===== config.mk =====
export PLATFORM = sky130hd
export DESIGN_NAME = utf8_to_ascii_sanitizer_core
export DESIGN_NICKNAME = d
export VERILOG_FILES = /design/src/design/u2a_pkg.sv /design/src/design/u2a_front.sv /design/src/design/u2a_queue.sv /design/src/design/u2a_back.sv /design/src/design/utf8_to_ascii_sanitizer_core.sv
export SDC_FILE = /design/constraint.sdc
export NUM_CORES = 1
export LEC_CHECK = 0
export ABC_AREA = 0
export BUFFER_PORTS_ARGS = -buffer_cell sky130_fd_sc_hd__clkbuf_2
export CORE_UTILIZATION = 54
export DETAILED_ROUTE_END_ITERATION = 10
export PLACE_DENSITY = 0.76
export SLEW_MARGIN = 30
export SYNTH_ARGS = -nofsm -noshare
export SYNTH_HDL_FRONTEND = slang
export SYNTH_HIERARCHICAL = 1
export SYNTH_SLANG_ARGS = --single-unit

===== constraint.sdc =====
create_clock -name clock -period 3.8 [get_ports clock]
set_input_delay 0.38 -clock clock [delete_from_list [all_inputs] [get_ports clock]]
set_output_delay 0.38 -clock clock [all_outputs]
set_load 0.02 [all_outputs]

===== src/design/u2a_pkg.sv =====
// ============================================================================
// UTF-8 to ASCII sanitizer package
// Shared types and character constants for the sanitizer front, queue and back.
// ============================================================================
`default_nettype none

package u2a_pkg;

   // Replacement character for anything that is not plain ASCII.
   localparam logic [6:0] QMARK = 7'h3F;

   // Sequence lengths held in the expected-length register.
   localparam logic [2:0] LEN_NONE = 3'd0;
   localparam logic [2:0] LEN_TWO  = 3'd2;
   localparam logic [2:0] LEN_THREE = 3'd3;
   localparam logic [2:0] LEN_FOUR = 3'd4;

   // One command from the front to the back: emit count characters, all of
   // them '?' except the final one, which is last_char.
   typedef struct packed {
      logic [2:0] count;
      logic [6:0] last_char;
      logic       chunk_end;
   } cmd_type;

endpackage

`default_nettype wire


===== src/design/u2a_front.sv =====
// ============================================================================
// Sanitizer front end
// Accepts input bytes, tracks the pending UTF-8 sequence and turns each byte
// that releases characters into a command saying how many the back end emits.
// ============================================================================
`default_nettype none

module u2a_front (
   input  wire logic             clock,
   input  wire logic             reset,
   input  wire logic             req_push,
   input  wire logic [7:0]       req_data_byte,
   input  wire logic             req_chunk_end,
   output logic                  req_full,
   input  wire logic             q_full,
   output logic                  cmd_valid,
   output u2a_pkg::cmd_type      cmd
);

   logic [2:0] exp_len_ff;
   logic [2:0] exp_len_in;
   logic [1:0] held_ff;
   logic [1:0] held_in;

   logic       accept;
   logic       is_cont;
   logic       pending;
   logic [2:0] held_plus;
   logic [2:0] flush_count;
   logic       fresh;
   logic [2:0] fresh_len;
   logic       fresh_emit;
   logic [6:0] last_char;

   assign accept   = req_push & ~q_full;
   assign req_full = q_full;

   assign is_cont   = (req_data_byte[7:6] == 2'b10);
   assign pending   = (exp_len_ff != u2a_pkg::LEN_NONE);
   assign held_plus = {1'b0, held_ff} + 3'd1;

   // Length of a sequence that this byte would open; none for ASCII and
   // for continuation or invalid bytes.
   always_comb begin
      fresh_len = u2a_pkg::LEN_NONE;
      if (req_data_byte[7:5] == 3'b110) begin
         fresh_len = u2a_pkg::LEN_TWO;
      end else if (req_data_byte[7:4] == 4'b1110) begin
         fresh_len = u2a_pkg::LEN_THREE;
      end else if (req_data_byte[7:3] == 5'b11110) begin
         fresh_len = u2a_pkg::LEN_FOUR;
      end
   end

   always_comb begin
      exp_len_in  = exp_len_ff;
      held_in     = held_ff;
      flush_count = 3'd0;
      fresh       = 1'b1;
      fresh_emit  = 1'b0;
      last_char   = u2a_pkg::QMARK;

      if (pending) begin
         if (is_cont) begin
            fresh = 1'b0;
            if (held_plus >= exp_len_ff) begin
               flush_count = 3'd1;
               exp_len_in  = u2a_pkg::LEN_NONE;
               held_in     = 2'd0;
            end else if (req_chunk_end) begin
               // Unfinished sequence at the chunk end: every byte becomes '?'.
               flush_count = held_plus;
               exp_len_in  = u2a_pkg::LEN_NONE;
               held_in     = 2'd0;
            end else begin
               held_in = held_plus[1:0];
            end
         end else begin
            // Broken sequence: the held bytes are flushed and this byte is
            // handled afresh below.
            flush_count = {1'b0, held_ff};
            exp_len_in  = u2a_pkg::LEN_NONE;
            held_in     = 2'd0;
         end
      end

      if (fresh) begin
         if (!req_data_byte[7]) begin
            fresh_emit = 1'b1;
            last_char  = req_data_byte[6:0];
         end else if (fresh_len == u2a_pkg::LEN_NONE || req_chunk_end) begin
            fresh_emit = 1'b1;
         end else begin
            exp_len_in = fresh_len;
            held_in    = 2'd1;
         end
      end
   end

   assign cmd.count     = flush_count + {2'b00, fresh_emit};
   assign cmd.last_char = last_char;
   assign cmd.chunk_end = req_chunk_end;
   assign cmd_valid     = accept & (cmd.count != 3'd0);

   always_ff @(posedge clock) begin
      if (reset) begin
         exp_len_ff <= u2a_pkg::LEN_NONE;
         held_ff    <= 2'd0;
      end else if (accept) begin
         exp_len_ff <= exp_len_in;
         held_ff    <= held_in;
      end
   end

endmodule

`default_nettype wire


===== src/design/u2a_queue.sv =====
// ============================================================================
// Command queue
// Small register queue that decouples the front end from the back end.
// ============================================================================
`default_nettype none

module u2a_queue #(
   parameter int DEPTH = 4
) (
   input  wire logic             clock,
   input  wire logic             reset,
   input  wire logic             wr_en,
   input  wire u2a_pkg::cmd_type wr_data,
   output logic                  full,
   input  wire logic             rd_en,
   output u2a_pkg::cmd_type      rd_data,
   output logic                  empty
);

   localparam int AW = (DEPTH > 1) ? $clog2(DEPTH) : 1;
   localparam int CW = $clog2(DEPTH + 1);

   u2a_pkg::cmd_type slot_ff [DEPTH];

   logic [AW-1:0] wr_ptr_ff;
   logic [AW-1:0] wr_ptr_in;
   logic [AW-1:0] rd_ptr_ff;
   logic [AW-1:0] rd_ptr_in;
   logic [CW-1:0] count_ff;
   logic [CW-1:0] count_in;
   logic          do_wr;
   logic          do_rd;

   assign full  = (count_ff == CW'(DEPTH));
   assign empty = (count_ff == '0);
   assign do_wr = wr_en & ~full;
   assign do_rd = rd_en & ~empty;

   assign rd_data = slot_ff[rd_ptr_ff];

   assign wr_ptr_in = (wr_ptr_ff == AW'(DEPTH - 1)) ? '0 : wr_ptr_ff + AW'(1);
   assign rd_ptr_in = (rd_ptr_ff == AW'(DEPTH - 1)) ? '0 : rd_ptr_ff + AW'(1);
   assign count_in  = count_ff + CW'(do_wr) - CW'(do_rd);

   always_ff @(posedge clock) begin
      if (reset) begin
         wr_ptr_ff <= '0;
         rd_ptr_ff <= '0;
         count_ff  <= '0;
      end else begin
         if (do_wr) begin
            wr_ptr_ff <= wr_ptr_in;
         end
         if (do_rd) begin
            rd_ptr_ff <= rd_ptr_in;
         end
         count_ff <= count_in;
      end
   end

   always_ff @(posedge clock) begin
      if (do_wr) begin
         slot_ff[wr_ptr_ff] <= wr_data;
      end
   end

endmodule

`default_nettype wire


===== src/design/u2a_back.sv =====
// ============================================================================
// Sanitizer back end
// Expands each command into its run of output characters, one per beat,
// from an output register that the consumer pops.
// ============================================================================
`default_nettype none

module u2a_back (
   input  wire logic             clock,
   input  wire logic             reset,
   input  wire logic             q_empty,
   input  wire u2a_pkg::cmd_type q_data,
   output logic                  q_pop,
   output logic                  rsp_empty,
   input  wire logic             rsp_pop,
   output logic [6:0]            rsp_out_char,
   output logic                  rsp_last_of_run,
   output logic                  rsp_chunk_done
);

   logic             busy_ff;
   logic             busy_in;
   logic [2:0]       remain_ff;
   logic [2:0]       remain_in;
   u2a_pkg::cmd_type cmd_ff;
   logic             final_beat;
   logic             taken;

   assign final_beat = (remain_ff == 3'd1);
   assign taken      = busy_ff & rsp_pop;

   // The next command loads as soon as the current run's last beat leaves.
   assign q_pop = ~q_empty & (~busy_ff | (taken & final_beat));

   always_comb begin
      busy_in   = busy_ff;
      remain_in = remain_ff;
      if (q_pop) begin
         busy_in   = 1'b1;
         remain_in = q_data.count;
      end else if (taken) begin
         if (final_beat) begin
            busy_in = 1'b0;
         end else begin
            remain_in = remain_ff - 3'd1;
         end
      end
   end

   always_ff @(posedge clock) begin
      if (reset) begin
         busy_ff   <= 1'b0;
         remain_ff <= 3'd0;
      end else begin
         busy_ff   <= busy_in;
         remain_ff <= remain_in;
      end
   end

   always_ff @(posedge clock) begin
      if (q_pop) begin
         cmd_ff <= q_data;
      end
   end

   assign rsp_empty       = ~busy_ff;
   assign rsp_out_char    = final_beat ? cmd_ff.last_char : u2a_pkg::QMARK;
   assign rsp_last_of_run = final_beat;
   assign rsp_chunk_done  = final_beat & cmd_ff.chunk_end;

endmodule

`default_nettype wire


===== src/design/utf8_to_ascii_sanitizer_core.sv =====
// ============================================================================
// UTF-8 to ASCII sanitizer core
// Turns a chunked byte stream into 7-bit ASCII, replacing UTF-8 sequences and
// invalid bytes with '?'.
// ============================================================================
//
//   Channel   Direction  Ports                                  Beat
//   request   in         req_push / req_full                    one byte
//   response  out        rsp_pop / rsp_empty                    one character
//
// A byte is taken every cycle while the command queue has room; the front end
// classifies it in the cycle it arrives. The back end emits one character per
// cycle while the consumer pops, so a byte that releases several characters
// (up to four) holds the back end for its whole run while the queue absorbs
// following bytes. Reset clears the pending sequence, the queue and the output
// register. A command is held in the queue, then in the output register.
// ============================================================================
`default_nettype none

module utf8_to_ascii_sanitizer_core #(
   parameter int QUEUE_DEPTH = 4
) (
   input  wire logic       clock,
   input  wire logic       reset,
   input  wire logic       req_push,
   output logic            req_full,
   input  wire logic [7:0] req_data_byte,
   input  wire logic       req_chunk_end,
   output logic            rsp_empty,
   input  wire logic       rsp_pop,
   output logic [6:0]      rsp_out_char,
   output logic            rsp_last_of_run,
   output logic            rsp_chunk_done
);

   logic             cmd_valid;
   u2a_pkg::cmd_type cmd;
   logic             q_full;
   logic             q_empty;
   logic             q_pop;
   u2a_pkg::cmd_type q_data;

   u2a_front u_front (
      .clock         (clock),
      .reset         (reset),
      .req_push      (req_push),
      .req_data_byte (req_data_byte),
      .req_chunk_end (req_chunk_end),
      .req_full      (req_full),
      .q_full        (q_full),
      .cmd_valid     (cmd_valid),
      .cmd           (cmd)
   );

   u2a_queue #(
      .DEPTH (QUEUE_DEPTH)
   ) u_queue (
      .clock   (clock),
      .reset   (reset),
      .wr_en   (cmd_valid),
      .wr_data (cmd),
      .full    (q_full),
      .rd_en   (q_pop),
      .rd_data (q_data),
      .empty   (q_empty)
   );

   u2a_back u_back (
      .clock           (clock),
      .reset           (reset),
      .q_empty         (q_empty),
      .q_data          (q_data),
      .q_pop           (q_pop),
      .rsp_empty       (rsp_empty),
      .rsp_pop         (rsp_pop),
      .rsp_out_char    (rsp_out_char),
      .rsp_last_of_run (rsp_last_of_run),
      .rsp_chunk_done  (rsp_chunk_done)
   );

endmodule

`default_nettype wire


==> results of run 1 <==
==> path summary, 6_finish.rpt <==
kind	startpoint	cells after the start	end	slack (ps)
min reg2reg	u_back/remain_ff[1]	2	u_back/remain_ff[1]	490
min	req_data_byte[1]	2	u_queue/slot_ff[2][2]	340
max reg2reg	u_front/exp_len_ff[2]	19	u_queue/count_ff[2]	190
max	u_front/exp_len_ff[2]	19	u_queue/count_ff[2]	190
==> logic make-up after synthesis <==
kind of cell | Yosys count | share of synthesized area, %
DFF | 70 | 59.5
AOI/OAI and AO/OA | 34 | 8.52
and+or+nand+nor | 73 | 13.4
muxes | 12 | 7.98
buffers and inverters | 24 | 3.56
xor gates and xnor gates | 2 | 0.543
adders and majority gates | 16 | 6.43
==> sequential cells by signal, indices dropped and copies added (netlist names), named ones only <==
name	count
u_queue/slot_ff	44
u_back/cmd_ff	8
u_back/remain_ff	3
u_front/exp_len_ff	3
u_queue/count_ff	3
u_front/held_ff	2
u_queue/rd_ptr_ff	2
u_queue/wr_ptr_ff	2
u_back/busy_ff	1
==> per-stage QoR <==
stage | cells | cell area, um^2
6_report | 343 | 3680
2_1_floorplan | 231 | 3240
5_1_grt | 343 | 3680
4_1_cts | 341 | 3620
3_5_place_dp | 325 | 3430
3_3_place_gp | 325 | 3430
==> final cells by class <==
type                       count  area (um^2)
inverter                      17         63.8
clock inverter                 1         5.00
timing repair buffer          31          175
multi-input combinational    137         1250
clock buffer                  15          176
sequential                    70         1920
tap                           72         90.1
fill                         398         1960
==> where the power goes <==
| group | total [W] | leakage [nW] | internal (W) | switching (W) |
|---|---|---|---|---|
| Combinational | 0.000702 | 0.624 | 0.000328 | 0.000374 |
| Sequential | 0.00109 | 0.622 | 0.000994 | 0.0000978 |
| Clock | 0.000539 | 0.0937 | 0.000290 | 0.000248 |
==> synth_stat cells, drive strengths merged (2+ instances only) <==
| library cell | number |
|---|---|
| nor2 | 8 |
| ha | 15 |
| nand3 | 6 |
| a31oi | 6 |
| edfxtp | 52 |
| a21o | 2 |
| a211oi | 2 |
| nor3 | 5 |
| and2 | 4 |
| and3 | 4 |
| o31ai | 3 |
| o21ai | 3 |
| nor2b | 5 |
| dfxtp | 18 |
| xnor2 | 2 |
| inv | 17 |
| nor4 | 2 |
| a21oi | 8 |
| nand3b | 3 |
| buf | 6 |
| o21a | 2 |
| mux4 | 11 |
| nand2 | 9 |
| nand2b | 11 |
| or2 | 7 |
| nand4 | 3 |
==> metal layers <==
metal  routed length, um  part of all wire [%]  track usage [%]
met1                2450                    45             24.5
met2                2580                    48             30.3
met3                 242                   4.5             4.83
met4                 111                   2.1             11.5
met5                   0                     0                0
==> critical path, cell delays in order, from the launching register on <==
cell	delay [ps]
dfxtp_1	390
inv_1	100
ha_4	260
a21o_1	200
a31oi_4	190
nand4_1	130
a21oi_2	220
ha_4	150
inv_1	40
a31o_1	210
a31oi_2	180
and2_4	170
inv_1	40
ha_1	260
inv_1	40
ha_1	180
fa_2	360
xnor2_2	180
xnor2_1	130
nor2_1	50
==> repair_timing <==
| item | CTS | global route |
|---|---|---|
| setup endpoints to repair | 1 | 1 |
| gates resized for setup | 1 | 7 |
| setup buffers | 0 | 2 |
| gates cloned | 0 | 0 |
| pin swaps | 0 | 5 |
==> results by group, run 1 <==
Die
  – Starting density of the core: 57.2%
  – Die Span Y: 79.3 um
  – Chip width: 79.3 um
  – Ports: 24
  – Core Area: 5640 um^2
  – Die area: 6290 um^2
  – Row count: 27

STA
  – Tcrit/Tclk final: 95.0%
  – Setup total negative slack: 0 ps
  – Final setup fails: 0
  – Clock skew: 9.61 ps
  – Fin crit period: 3610 ps
  – Fin. max-slew vios: 0
  – Hold Slack: 340 ps
  – Unrepaired setup endpoints after global routing: false
  – FMAX: 277 MHz
  – Worst relative slew slack: 53.0%
  – Final Hold Viols: 0
  – Final setup margin: 191 ps
  – Worst-margin pin slew: 704 ps

Synth
  – Unique masters post-synth: 55
  – Largest area contributor in the netlist: edfxtp_1
  – Mapped Nets: 260
  – Top cell type's share of synthesized area: 48.4%
  – Yosys warnings: 6
  – Number of synthesized flops with an enable pin: 52
  – Yosys reg bits: 70
  – Async SR Flop Fraction: 0%
  – Post-Synthesis Cells: 231
  – Register area share after synthesis: 59.5%
  – Synthesized area: 3230 um^2
  – Top cells by area, synth: edfxtp_1 (48%), dfxtp_1 (11%), mux4_2 (7.7%), ha_1 (5.8%), nand2b_1 (2.1%)
  – Ys flop type: edfxtp_1
  – Post-Syn Area per Cell: 14.0 um^2

Drt
  – Vias: 1897
  – Avg WL per Cell: 15.7 um
  – Initial DRC count: 166
  – Initial DRT Pass Iterations: 4
  – Antenna Nets Post-Route: 0
  – Via density: 5.53
  – Routed WL: 5.39 mm
  – Post-route DRC: 0

CTS
  – Root buffer cell: clkbuf_8
  – Longest Clk Path Bufs: 2
  – CTS tree: done
  – Hold_buf cts: 0
  – CTS sink cnt: 70
  – Max H-tree Level: 3
  – Total CTS buffers: 9
  – Worst-Skew Late Latency: 340 ps
  – Clock transition at path regs: 70 ps

Finish
  – Commonest cells after routing, fill and taps aside: edfxtp_1 (52), clkbuf_2 (23), inv_1 (16), dfxtp_1 (16)
  – Commonest non-fill, non-tap cell in the layout: edfxtp_1
  – Core Util, Final: 65.3%
  – Share of post-route cells with drive strength above 1: 31.0%
  – Final Net Count: 295
  – Diodes inserted: 0
  – Area delta synth->final: 14.1%

Place
  – GPL Wtd Cong: 0.810
  – Buffers on Ports: 23
  – Post-Place Worst Slack: 22.8 ps
  – Hpwl dp: 3.70 mm

GRT
  – Number of global-route vias before repair: 1808
  – First-pass GRT wire length: 8.61 mm
  – Initial antenna violation count: 0
  – All-Layer GR Usage: 19.4%
  – Grt ovf: 0
  – Largest net degree at the start of global routing: 19

Critical path
  – CP Capture Type: flip-flop
  – CP Data Arrival Time: 3820 ps
  – Crit path max fanout: 5
  – Critical Path RT: 4010 ps
  – Setup CP Type: reg2reg
  – Startpoint Class: flip-flop

Pwr
  – P per Cell Area: 633 nW/um^2
  – Highest ir drop seen on vdd: 272 uV
  – Leakage: 1.34 nW
  – Power, Total: 0.00233 W

Hold path
  – Hold Crit Class: in2reg

Outcome
  – Outcome: finished clean

Flow run
  – Max_cap viols: 0
(Power assumes the default switching activity.)
==> run 2, diff against run 1 <==
--- a/config.mk
+++ b/config.mk
@@ -9,7 +9,7 @@
 export BUFFER_PORTS_ARGS = -buffer_cell sky130_fd_sc_hd__clkbuf_2
 export CORE_UTILIZATION = 54
 export DETAILED_ROUTE_END_ITERATION = 10
-export PLACE_DENSITY = 0.76
+export PLACE_DENSITY = 0.77
 export SLEW_MARGIN = 30
 export SYNTH_ARGS = -nofsm -noshare
 export SYNTH_HDL_FRONTEND = slang
==> results by group, run 2 (synthesis gave the netlist of run 1 again) <==
Outcome
  – Outcome: finished clean

Die
  – Starting density of the core: 57.2%
  – Chip width: 79.3 um
  – Ports: 24
  – Row count: 27
  – Die area: 6290 um^2
  – Core Area: 5640 um^2
  – Die Span Y: 79.3 um

CTS
  – CTS sink cnt: 70
  – Longest Clk Path Bufs: 2
  – Root buffer cell: clkbuf_8
  – Clock transition at path regs: 70 ps
  – Max H-tree Level: 3
  – Total CTS buffers: 9
  – CTS tree: done
  – Worst-Skew Late Latency: 330 ps

Critical path
  – WP depth: 18
  – Critical Path RT: 4000 ps
  – CP peak stage delay: 350 ps
  – CP Cell Sequence: ha_4 -> ha_1 -> a21o_1 -> a31oi_4 -> a31oi_1 -> ha_1 -> ha_2 -> nor2_1 -> a31oi_2 -> and2_4 -> inv_1 -> ha_1 -> inv_1 -> ha_1 -> fa_2 -> xnor2_1 -> xnor2_1 -> nor2_1
  – CP startpoint: u_front/held_ff[0]
  – Cell mode on critical path: ha_1
  – CP Data Arrival Time: 3790 ps
  – Critical path buffers and inverters: 2
  – Startpoint Class: flip-flop
  – CP Capture Type: flip-flop
  – R2r worst-path depth: 18
  – Slowest cell on the critical path: ha_2
  – Cell class contributing the biggest share of worst-path delay: adder cells
  – Flop-to-flop setup slack: 220 ps
  – Setup CP Type: reg2reg
  – Crit path max fanout: 5
  – R2R Path End: u_queue/count_ff[2]
  – Crit path to: u_queue/count_ff[2]
  – Reg2reg start: u_front/held_ff[0]

GRT
  – Global route hottest layer: met2
  – All-Layer GR Usage: 19.9%
  – Number of global-route vias before repair: 1942
  – Initial antenna violation count: 0
  – Largest net degree at the start of global routing: 19
  – Grt met3 use: 5.17%
  – First-pass GRT wire length: 9.07 mm
  – Met1 Usage GRT: 24.2%
  – Grt ovf: 0
  – Met2 Use GR: 32.9%

STA
  – Fin crit period: 3580 ps
  – Worst-margin pin slew: 727 ps
  – FMAX: 279 MHz
  – Final setup fails: 0
  – Setup total negative slack: 0 ps
  – Final Hold Viols: 0
  – Tcrit/Tclk final: 94.3%
  – Clock skew: 8.94 ps
  – Unrepaired setup endpoints after global routing: false
  – Worst relative slew slack: 51.5%
  – Fin. max-slew vios: 0

Drt
  – Initial DRC count: 105
  – Post-route DRC: 0
  – Initial DRT Pass Iterations: 4
  – Avg WL per Cell: 16.1 um
  – Via density: 5.60
  – Routed WL: 5.47 mm
  – Vias: 1905
  – Antenna Nets Post-Route: 0

Finish
  – Largest Register: u_queue/slot_ff
  – Diodes inserted: 0
  – Share of post-route cells with drive strength above 1: 30.6%
  – Commonest non-fill, non-tap cell in the layout: edfxtp_1
  – Top Registers: u_queue/slot_ff (44), u_back/cmd_ff (8)
  – Max FFs per register: 44
  – Layout Cells excl Fill: 340
  – Final Net Count: 293
  – Final instance area: 3630 um^2
  – Area delta synth->final: 12.6%
  – Fillers: 417
  – Commonest cells after routing, fill and taps aside: edfxtp_1 (52), clkbuf_2 (23), inv_1 (16), dfxtp_1 (15), ha_1 (12)

Place
  – Hpwl dp: 3.86 mm
  – GPL Wtd Cong: 0.871
  – Placed cells: 324
  – Buffers on Ports: 23
  – Area after DPL: 3430 um^2

Flow run
  – Max_cap viols: 0

Pwr
  – Power, Total: 0.00227 W
  – Highest ir drop seen on vdd: 333 uV
  – Net switching power: 0.000725 W
  – Int Pwr: 0.00154 W
  – Part of the power in combinational logic: 30.9%
  – Clk pwr share: 20.9%
  – Leakage: 1.30 nW
  – Switching Fraction: 32.0%
  – Flop pwr share: 48.2%
  – P per Cell Area: 624 nW/um^2

Hold path
  – Hold Crit Class: in2reg
-- run 2: power by group through the flow --
stage                     registers, W  logic (W)  clock network (W)
final                          0.00109   0.000701           0.000474
after global routing           0.00111   0.000774           0.000523
after CTS                      0.00110   0.000698           0.000491
after detailed placement       0.00111   0.000691                  0
after global placement         0.00110   0.000668                  0
after floorplan                0.00106   0.000575                  0
-- run 2: repair_timing --
item                                    CTS  global route
resized for setup                         0             9
setup buffers                             0             1
endpoints found under the setup margin    0             1
hold buffers                              0             0
-- run 2: cell type report --
class | count | area, um^2 | area share, %
sequential | 70 | 1930 | 53.0
multi-input combinational | 137 | 1240 | 34.1
timing repair buffer | 29 | 160 | 4.41
clock buffer | 10 | 128 | 3.51
tap | 72 | 90.1 | 2.48
inverter | 17 | 63.8 | 1.76
clock inverter | 5 | 27.5 | 0.757
-- run 2: worst min path at each step --
stage | from | cells past startpoint | slack, ps | to
after floorplan | reset | 1 | 440 | u_back/remain_ff[2]
after global placement | u_back/remain_ff[1] | 2 | 470 | u_back/remain_ff[1]
after detailed placement | u_queue/rd_ptr_ff[0] | 2 | 490 | flip-flop
after CTS | req_data_byte[0] | 2 | 330 | u_queue/slot_ff[0][1]
after global routing | req_data_byte[2] | 2 | 350 | u_queue/slot_ff[1][3]
final | req_data_byte[0] | 2 | 350 | u_queue/slot_ff[3][1]
-- run 2: per-stage QoR --
step                      utilization, %  hold WS [ps]  worst slack, ps
final                               64.4           351              217
after global routing                64.4           345             16.3
after CTS                           63.5           334             46.0
after detailed placement            60.7           492             52.5
after global placement              60.7           469              146
after floorplan                        -           445             30.3
-- run 2: metal layers --
layer,part of all wire [%],routed length (um),vias up
li1,-,-,936
met1,45,2460,928
met2,51,2770,34
met3,3.2,177,7
met4,1.3,70,0
met5,0,0,-
